`src/rtl/core/ipc_pkg.sv`:
```
// Shared types and constants for the infix-to-postfix converter.
// No dependencies; used by the stack cell and the top level.
package ipc_pkg;

  localparam int SYM_W  = 8;
  localparam int KIND_W = 2;

  // result kinds
  localparam logic [KIND_W-1:0] KIND_SYMBOL = 2'd0;
  localparam logic [KIND_W-1:0] KIND_OK     = 2'd1;
  localparam logic [KIND_W-1:0] KIND_ERROR  = 2'd2;

  localparam logic [SYM_W-1:0] CH_PLUS   = 8'h2B;
  localparam logic [SYM_W-1:0] CH_MINUS  = 8'h2D;
  localparam logic [SYM_W-1:0] CH_STAR   = 8'h2A;
  localparam logic [SYM_W-1:0] CH_SLASH  = 8'h2F;
  localparam logic [SYM_W-1:0] CH_CARET  = 8'h5E;
  localparam logic [SYM_W-1:0] CH_LPAREN = 8'h28;
  localparam logic [SYM_W-1:0] CH_RPAREN = 8'h29;

  // operation applied to every cell of the stack at the same time
  typedef struct packed {
    logic clear;
    logic push;
    logic pop;
  } stk_op_t;

  // precedence: unknown 0, + - 1, * / 2, ^ 3
  function automatic logic [1:0] prec(input logic [SYM_W-1:0] c);
    logic [1:0] p;
    p = 2'd0;
    if (c == CH_PLUS || c == CH_MINUS) p = 2'd1;
    else if (c == CH_STAR || c == CH_SLASH) p = 2'd2;
    else if (c == CH_CARET) p = 2'd3;
    return p;
  endfunction

  function automatic logic is_operand(input logic [SYM_W-1:0] c);
    return (c >= 8'h41 && c <= 8'h5A) || (c >= 8'h61 && c <= 8'h7A) ||
           (c >= 8'h30 && c <= 8'h39);
  endfunction

endpackage

```
`src/rtl/core/ipc_if.sv`:
```
// Valid/ready channel interfaces for the converter's input and result items.
// Depends on ipc_pkg for field widths.
interface ipc_sym_if;
  logic                        valid;
  logic                        ready;
  logic [ipc_pkg::SYM_W-1:0]   symbol;
  logic                        end_of_expression;

  modport source (output valid, symbol, end_of_expression, input ready);
  modport sink   (input valid, symbol, end_of_expression, output ready);
endinterface

interface ipc_res_if;
  logic                        valid;
  logic                        ready;
  logic [ipc_pkg::SYM_W-1:0]   out_symbol;
  logic [ipc_pkg::KIND_W-1:0]  kind;
  logic                        last;

  modport source (output valid, out_symbol, kind, last, input ready);
  modport sink   (input valid, out_symbol, kind, last, output ready);
endinterface

```
`src/rtl/core/infix_to_postfix_converter.sv`:
```
// Channel  Dir  Fields                               Handshake
// din      in   symbol[7:0], end_of_expression       valid/ready
// dout     out  out_symbol[7:0], kind[1:0], last     valid/ready
//
// An operand or '(' is handled as it is taken. An operator or ')' is taken,
// then pops stacked entries one by one through the cell row, then finishes.
// An end item on an empty stack or after an error is handled as it is taken;
// else it is taken, each stacked entry is popped in turn, then the end result.
// Synchronous reset empties the stack and clears the error flag.
// A stalled result register holds the pop loop; din is taken only when idle.
// Depends on ipc_pkg, ipc_if and ipc_stack_cell.
module infix_to_postfix_converter #(
  parameter int STACK_DEPTH = 32
) (
  input  logic          clk,
  input  logic          rst,
  ipc_sym_if.sink       din,
  ipc_res_if.source     dout
);

  typedef enum logic [1:0] {S_IDLE, S_FLUSH, S_CLOSE, S_OPER} state_t;

  state_t                     state, state_next;
  logic                       err, err_next;
  logic [ipc_pkg::SYM_W-1:0]  cur_sym, cur_sym_next;

  logic                       o_valid;
  logic [ipc_pkg::SYM_W-1:0]  o_sym;
  logic [ipc_pkg::KIND_W-1:0] o_kind;
  logic                       o_last;

  logic                       emit;
  logic [ipc_pkg::SYM_W-1:0]  e_sym;
  logic [ipc_pkg::KIND_W-1:0] e_kind;
  logic                       e_last;

  ipc_pkg::stk_op_t           op;
  logic [ipc_pkg::SYM_W-1:0]  push_data;
  logic [ipc_pkg::SYM_W-1:0]  cell_data [STACK_DEPTH];
  logic [STACK_DEPTH-1:0]     cell_vld;

  logic slot_free, accept, empty, full;
  logic [ipc_pkg::SYM_W-1:0] top;

  genvar gi;
  generate
    for (gi = 0; gi < STACK_DEPTH; gi++) begin : g_cell
      logic [ipc_pkg::SYM_W-1:0] up_d, dn_d;
      logic                      up_v, dn_v;
      if (gi == 0) begin : g_head
        assign up_d = push_data;
        assign up_v = 1'b1;
      end else begin : g_mid
        assign up_d = cell_data[gi-1];
        assign up_v = cell_vld[gi-1];
      end
      if (gi == STACK_DEPTH-1) begin : g_tail
        assign dn_d = '0;
        assign dn_v = 1'b0;
      end else begin : g_body
        assign dn_d = cell_data[gi+1];
        assign dn_v = cell_vld[gi+1];
      end
      ipc_stack_cell u_cell (
        .clk     (clk),
        .rst     (rst),
        .op      (op),
        .up_data (up_d),
        .up_vld  (up_v),
        .dn_data (dn_d),
        .dn_vld  (dn_v),
        .data    (cell_data[gi]),
        .vld     (cell_vld[gi])
      );
    end
  endgenerate

  assign top       = cell_data[0];
  assign empty     = !cell_vld[0];
  assign full      = cell_vld[STACK_DEPTH-1];
  assign slot_free = !o_valid || dout.ready;
  assign din.ready = (state == S_IDLE) && slot_free;
  assign accept    = din.valid && din.ready;

  assign dout.valid      = o_valid;
  assign dout.out_symbol = o_sym;
  assign dout.kind       = o_kind;
  assign dout.last       = o_last;

  always_comb begin
    state_next   = state;
    err_next     = err;
    cur_sym_next = cur_sym;
    op           = '0;
    push_data    = cur_sym;
    emit         = 1'b0;
    e_sym        = top;
    e_kind       = ipc_pkg::KIND_SYMBOL;
    e_last       = 1'b0;
    unique case (state)
      S_IDLE: begin
        push_data = din.symbol;
        if (accept) begin
          priority if (din.end_of_expression) begin
            if (err) begin
              emit     = 1'b1;
              e_sym    = '0;
              e_kind   = ipc_pkg::KIND_ERROR;
              e_last   = 1'b1;
              op.clear = 1'b1;
              err_next = 1'b0;
            end else if (empty) begin
              emit   = 1'b1;
              e_sym  = '0;
              e_kind = ipc_pkg::KIND_OK;
              e_last = 1'b1;
            end else begin
              state_next = S_FLUSH;
            end
          end else if (err) begin
            // dropped until the end item
          end else if (ipc_pkg::is_operand(din.symbol)) begin
            emit  = 1'b1;
            e_sym = din.symbol;
          end else if (din.symbol == ipc_pkg::CH_LPAREN) begin
            if (full) begin
              err_next = 1'b1;
              op.clear = 1'b1;
            end else begin
              op.push = 1'b1;
            end
          end else if (din.symbol == ipc_pkg::CH_RPAREN) begin
            state_next = S_CLOSE;
          end else begin
            cur_sym_next = din.symbol;
            state_next   = S_OPER;
          end
        end
      end
      S_FLUSH: begin
        if (slot_free) begin
          emit = 1'b1;
          if (!empty) begin
            op.pop = 1'b1;
          end else begin
            e_sym      = '0;
            e_kind     = ipc_pkg::KIND_OK;
            e_last     = 1'b1;
            state_next = S_IDLE;
          end
        end
      end
      S_CLOSE: begin
        priority if (empty) begin
          err_next   = 1'b1;
          op.clear   = 1'b1;
          state_next = S_IDLE;
        end else if (top == ipc_pkg::CH_LPAREN) begin
          op.pop     = 1'b1;
          state_next = S_IDLE;
        end else if (slot_free) begin
          emit   = 1'b1;
          op.pop = 1'b1;
        end else begin
          // wait for the result slot
        end
      end
      S_OPER: begin
        if (!empty && (ipc_pkg::prec(cur_sym) <= ipc_pkg::prec(top))) begin
          if (slot_free) begin
            emit   = 1'b1;
            op.pop = 1'b1;
          end
        end else begin
          if (full) begin
            err_next = 1'b1;
            op.clear = 1'b1;
          end else begin
            op.push = 1'b1;
          end
          state_next = S_IDLE;
        end
      end
      default: state_next = S_IDLE;
    endcase
  end

  always_ff @(posedge clk) begin
    if (rst) begin
      state   <= S_IDLE;
      err     <= 1'b0;
      o_valid <= 1'b0;
    end else begin
      state   <= state_next;
      err     <= err_next;
      if (emit) begin
        o_valid <= 1'b1;
      end else if (dout.ready) begin
        o_valid <= 1'b0;
      end
    end
    cur_sym <= cur_sym_next;
    if (emit) begin
      o_sym  <= e_sym;
      o_kind <= e_kind;
      o_last <= e_last;
    end
  end

  // stack entries stay packed toward the top cell
  a_stack_packed: assert property (@(posedge clk) disable iff (rst)
    ((cell_vld >> 1) & ~cell_vld) == '0)
    else $error("stack cell valid bits not contiguous");

  // while an error is pending the stack holds nothing
  a_err_empty: assert property (@(posedge clk) disable iff (rst)
    err |-> empty)
    else $error("stack not empty after error");

  // the closing result of an expression never carries a symbol kind
  a_last_kind: assert property (@(posedge clk) disable iff (rst)
    (o_valid && o_last) |-> (o_kind != ipc_pkg::KIND_SYMBOL && o_sym == '0))
    else $error("end result carries a symbol");

  // no new result is loaded over one that is still stalled
  a_no_overwrite: assert property (@(posedge clk) disable iff (rst)
    (o_valid && !dout.ready) |-> !emit)
    else $error("result register overwritten while stalled");

endmodule

```
`src/rtl/core/ipc_stack_cell.sv`:
```
// One entry of the shifting operator stack.
// Depends on ipc_pkg (stk_op_t). Push takes the upper neighbor, pop the lower.
module ipc_stack_cell (
  input  logic                      clk,
  input  logic                      rst,
  input  ipc_pkg::stk_op_t          op,
  input  logic [ipc_pkg::SYM_W-1:0] up_data,
  input  logic                      up_vld,
  input  logic [ipc_pkg::SYM_W-1:0] dn_data,
  input  logic                      dn_vld,
  output logic [ipc_pkg::SYM_W-1:0] data,
  output logic                      vld
);

  always_ff @(posedge clk) begin
    if (rst) begin
      vld <= 1'b0;
    end else if (op.clear) begin
      vld <= 1'b0;
    end else if (op.push) begin
      vld <= up_vld;
    end else if (op.pop) begin
      vld <= dn_vld;
    end
  end

  always_ff @(posedge clk) begin
    if (op.push) begin
      data <= up_data;
    end else if (op.pop) begin
      data <= dn_data;
    end
  end

endmodule

```
`src/flat_wrapper.sv`:
```
// flat-port wrapper written by rule: the top's interface ports become plain ports
module infix_to_postfix_converter_flat 
#(
  parameter int STACK_DEPTH = 32
)
  (clk, rst, din_valid, din_symbol, din_end_of_expression, din_ready, dout_valid, dout_out_symbol, dout_kind, dout_last, dout_ready);
  ipc_sym_if din_i ();
  ipc_res_if dout_i ();
  input  logic clk;
  input  logic rst;
  input wire logic [$bits(din_i.valid)-1:0] din_valid;
  input wire logic [$bits(din_i.symbol)-1:0] din_symbol;
  input wire logic [$bits(din_i.end_of_expression)-1:0] din_end_of_expression;
  output wire logic [$bits(din_i.ready)-1:0] din_ready;
  output wire logic [$bits(dout_i.valid)-1:0] dout_valid;
  output wire logic [$bits(dout_i.out_symbol)-1:0] dout_out_symbol;
  output wire logic [$bits(dout_i.kind)-1:0] dout_kind;
  output wire logic [$bits(dout_i.last)-1:0] dout_last;
  input wire logic [$bits(dout_i.ready)-1:0] dout_ready;
  assign din_i.valid = din_valid;
  assign din_i.symbol = din_symbol;
  assign din_i.end_of_expression = din_end_of_expression;
  assign din_ready = din_i.ready;
  assign dout_valid = dout_i.valid;
  assign dout_out_symbol = dout_i.out_symbol;
  assign dout_kind = dout_i.kind;
  assign dout_last = dout_i.last;
  assign dout_i.ready = dout_ready;
  infix_to_postfix_converter #(.STACK_DEPTH(STACK_DEPTH)) u_core (.clk(clk), .rst(rst), .din(din_i), .dout(dout_i));
endmodule
```
`config.mk`:
```
export PLATFORM = sky130hd
export DESIGN_NAME = infix_to_postfix_converter_flat
export DESIGN_NICKNAME = d
export VERILOG_FILES = /design/src/rtl/core/ipc_pkg.sv /design/src/rtl/core/ipc_if.sv /design/src/rtl/core/infix_to_postfix_converter.sv /design/src/rtl/core/ipc_stack_cell.sv /design/src/flat_wrapper.sv
export SDC_FILE = /design/constraint.sdc
export NUM_CORES = 1
export LEC_CHECK = 0
export BUFFER_PORTS_ARGS = -buffer_cell sky130_fd_sc_hd__buf_4
export CAP_MARGIN = 20
export CORE_MARGIN = 2
export CORE_UTILIZATION = 63
export CTS_CLUSTER_SIZE = 20
export DETAILED_ROUTE_END_ITERATION = 10
export PLACE_DENSITY = 0.82
export SYNTH_ARGS = -nofsm -noshare
export SYNTH_HDL_FRONTEND = slang
export SYNTH_SLANG_ARGS = --single-unit
```
`constraint.sdc`:
```
create_clock -name clk -period 31 [get_ports clk]
set_clock_uncertainty 0.05 [all_clocks]
set_input_delay 3.1 -clock clk [delete_from_list [all_inputs] [get_ports clk]]
set_output_delay 3.1 -clock clk [all_outputs]
set_load 0.05 [all_outputs]
```
==> out/metrics.yaml <==
worst_pin_slew_ns: 1.21
dp_slack_ns: 24.11
grt_pass1_wl_mm: 39.6
postCtsHoldBufs: 0
grt_start_max_net_pins: 198
min-delay-start: "u_core.g_cell[30].u_cell.vld"
grt_pass1_vias: 7412
synth_area_leaders: "edfxtp_1 57%, mux2_4 18%, mux2_2 5.4%"
max-cap-violations: 0
finalCritPeriodShare_pct: 22.2
grt_util_all_layers_pct: 20.0
cp_slowest_cell: "buf_4"
cp-start-kind: "input port"
cp_common_cell: "buf_4"
die-area_um2: 24300
synthFlopType: "edfxtp_1"
synth_area_um2: 14600
clkTransAtPathRegs_ns: 0.06
fmax_ghz: 0.145
yosys_warnings: 0
setup_slack_ns: 24.11
gr-total-overflow: 0
fin_nets: 922
min_path_cells: 2
max-vdd-ir-drop_mv: 0.121
wl_mm: 24.5
post-route-drc-count: 0
synthArstFlopShare_pct: 0
route.met3.wl_mm: 1.03
hold_viol_final: 0
reg2reg_depth: 11
path_max_fanout: 3
synth_common_cells: "275 x edfxtp_1, 170 x mux2_4, 70 x mux2_2"
wl_met1_mm: 11.5
drt_iter0_drc: 677
dr.pass1.iters: 8
crit_path_end_kind: "output port"
cts.sinks: 311
drive_gt1_share_pct: 35.0
die_h_um: 156
root_buffer: "clkbuf_16"
area_delta_synth_final_pct: 8.47
portBuffers: 25
coreArea_um2: 22600
worstHoldPathType: "reg -> reg"
outcome: "finished clean"
setup_violations: 0
num_rows: 55
syn_inst: 897
n_antenna_cell: 0
tritoncts: "yes"
r2r_end: "u_core.g_cell[26].u_cell.data[1]"
fin_crit_ns: 6.89
avgViaCountPerCell: 6.32
mappedNetlistNets: 917
critPathMaxStageDelay_ns: 0.18
relSlewSlack_pct: 19.2
powerDensity_nw_per_um2: 70.5
avgSynthCellArea_um2: 16.2
vias: 7650
avgRoutedWirePerCell_um: 20.2
ant_nets: 0
gp_congestion: 0.864
crit_required_ns: 27.85
ctsResizeCount: 0
report.final.slew_viol_count: 0
cts_inserted_buffers: 31
antenna_found_initial: 0
synth_edf_count: 275
post-dp-hpwl_mm: 14.0
yosysTopAreaCell: "edfxtp_1"
rr_startpoint: "u_core.g_cell[0].u_cell.data[7]"
rsz0062_at_grt: "false"
clock_path_buffers: 3
ys_seq_area_share_pct: 61.7
ys_types: 55
leakage_nw: 5.92
top_layer_used: "met4"
ios: 26
start_util_pct: 64.3
path_class: "in -> out"
yosys.area.top_type_share_pct: 56.7
worstPathCellList: "buf_4, nand2b_1, and2_1, buf_4"
clock_latency_ns: 0.55
r2r_setup_slack_ns: 25.72
post_cts_buffers: 0
arrival_ns: 3.74
fin_setup_tns_ns: 0
wl_met2_mm: 11.4
hold-path-endpoint: "u_core.g_cell[31].u_cell.vld"
die_w_um: 156
htree_levels: 1
finalPower_w: 0.00111
synth.most_common_cell: "edfxtp_1"
ys_ff_latch: 311
==> through the flow <==
stage / hold WS, ns / cells / instance area (um2) / utilization, %
after floorplan: 0.403 / 897 / 14600 / -
after global placement: 0.417 / 1153 / 14800 / 65.4
after detailed placement: 0.426 / 1153 / 14800 / 65.4
after CTS: 0.437 / 1210 / 15800 / 69.6
after global routing: 0.482 / 1211 / 15800 / 69.7
final: 0.445 / 1211 / 15800 / 69.7
==> sequential cells by signal (all words and copies together) (netlist names) <==
name,cells
u_core.g_cell.u_cell.data,256
u_core.g_cell.u_cell.vld,32
u_core.cur_sym,8
u_core.dout.out_symbol,8
u_core.dout.kind,2
u_core.state,2
u_core.dout.last,1
u_core.dout.valid,1
u_core.err,1
==> cells in the final DEF, fill, tap and decap left out, types with 3 or more instances in the layout <==
| cell type | instances |
|---|---|
| o211ai_1 | 3 |
| a311oi_1 | 30 |
| mux2_4 | 170 |
| buf_4 | 32 |
| and3_1 | 12 |
| clkbuf_8 | 3 |
| inv_1 | 7 |
| nand2b_1 | 3 |
| clkbuf_1 | 11 |
| nor2_1 | 8 |
| clkbuf_16 | 31 |
| clkinv_1 | 5 |
| ha_1 | 7 |
| nor2b_1 | 5 |
| or2_2 | 3 |
| nor3_1 | 34 |
| dfxtp_1 | 36 |
| a21oi_1 | 8 |
| clkinv_2 | 4 |
| nand3b_1 | 3 |
| a31oi_1 | 3 |
| a32o_1 | 8 |
| nand4b_1 | 3 |
| o21ai_0 | 50 |
| edfxtp_1 | 275 |
| nand2_1 | 12 |
| mux2_2 | 70 |
| mux2i_1 | 11 |
| nand3_1 | 38 |
==> critical path, delay by kind of cell <==
family | cells | cell delay (ns)
AND/OR/NAND/NOR | 2 | 0.34
buffers and inverters | 2 | 0.29
==> worst max-delay path by stage <==
stage	from	end	slack, ns
floorplan	dout_ready	u_core.g_cell[0].u_cell.data[0]	8.09
global placement	dout_ready	din_ready	24.12
detailed placement	dout_ready	din_ready	24.11
CTS	dout_ready	din_ready	24.11
global route	dout_ready	din_ready	24.09
finish	dout_ready	din_ready	24.11
==> cells by family (layout without fill, tap and decap cells) <==
logic type | after synthesis | after routing | share of synthesized area [%]
AOI/OAI and AO/OA | 123 | 123 | 5.95
adders and majority gates | 7 | 7 | 0.602
DFF | 311 | 311 | 61.7
buffers and inverters | 69 | 98 | 2.84
xor gates and xnor gates | 3 | 3 | 0.181
muxes | 251 | 251 | 23.7
and+or+nand+nor | 133 | 133 | 5.01
==> final cells by class <==
cell class | count | area (um2)
Clock buffer | 45 | 858
Clock inverter | 12 | 85.1
Fill cell | 1403 | 6860
Inverter | 7 | 26.3
Multi-Input combinational cell | 517 | 5190
Sequential cell | 311 | 8980
Tap cell | 285 | 357
Timing Repair Buffer | 34 | 288
==> power by group <==
group / leakage (nW) / switching [W] / internal [W]
Clock: 0.458 / 0.000154 / 0.000199
Combinational: 2.69 / 0.000148 / 0.0000876
Sequential: 2.77 / 0.0000195 / 0.000504
==> routing by layer <==
layer / global-route usage (%) / vias up
met4: 6.25 / 0
li1: - / 3546
met3: 3.06 / 48
met2: 30.2 / 182
met5: 0 / -
met1: 30.2 / 3874
No activity file was read; power rests on OpenSTA's default activity.
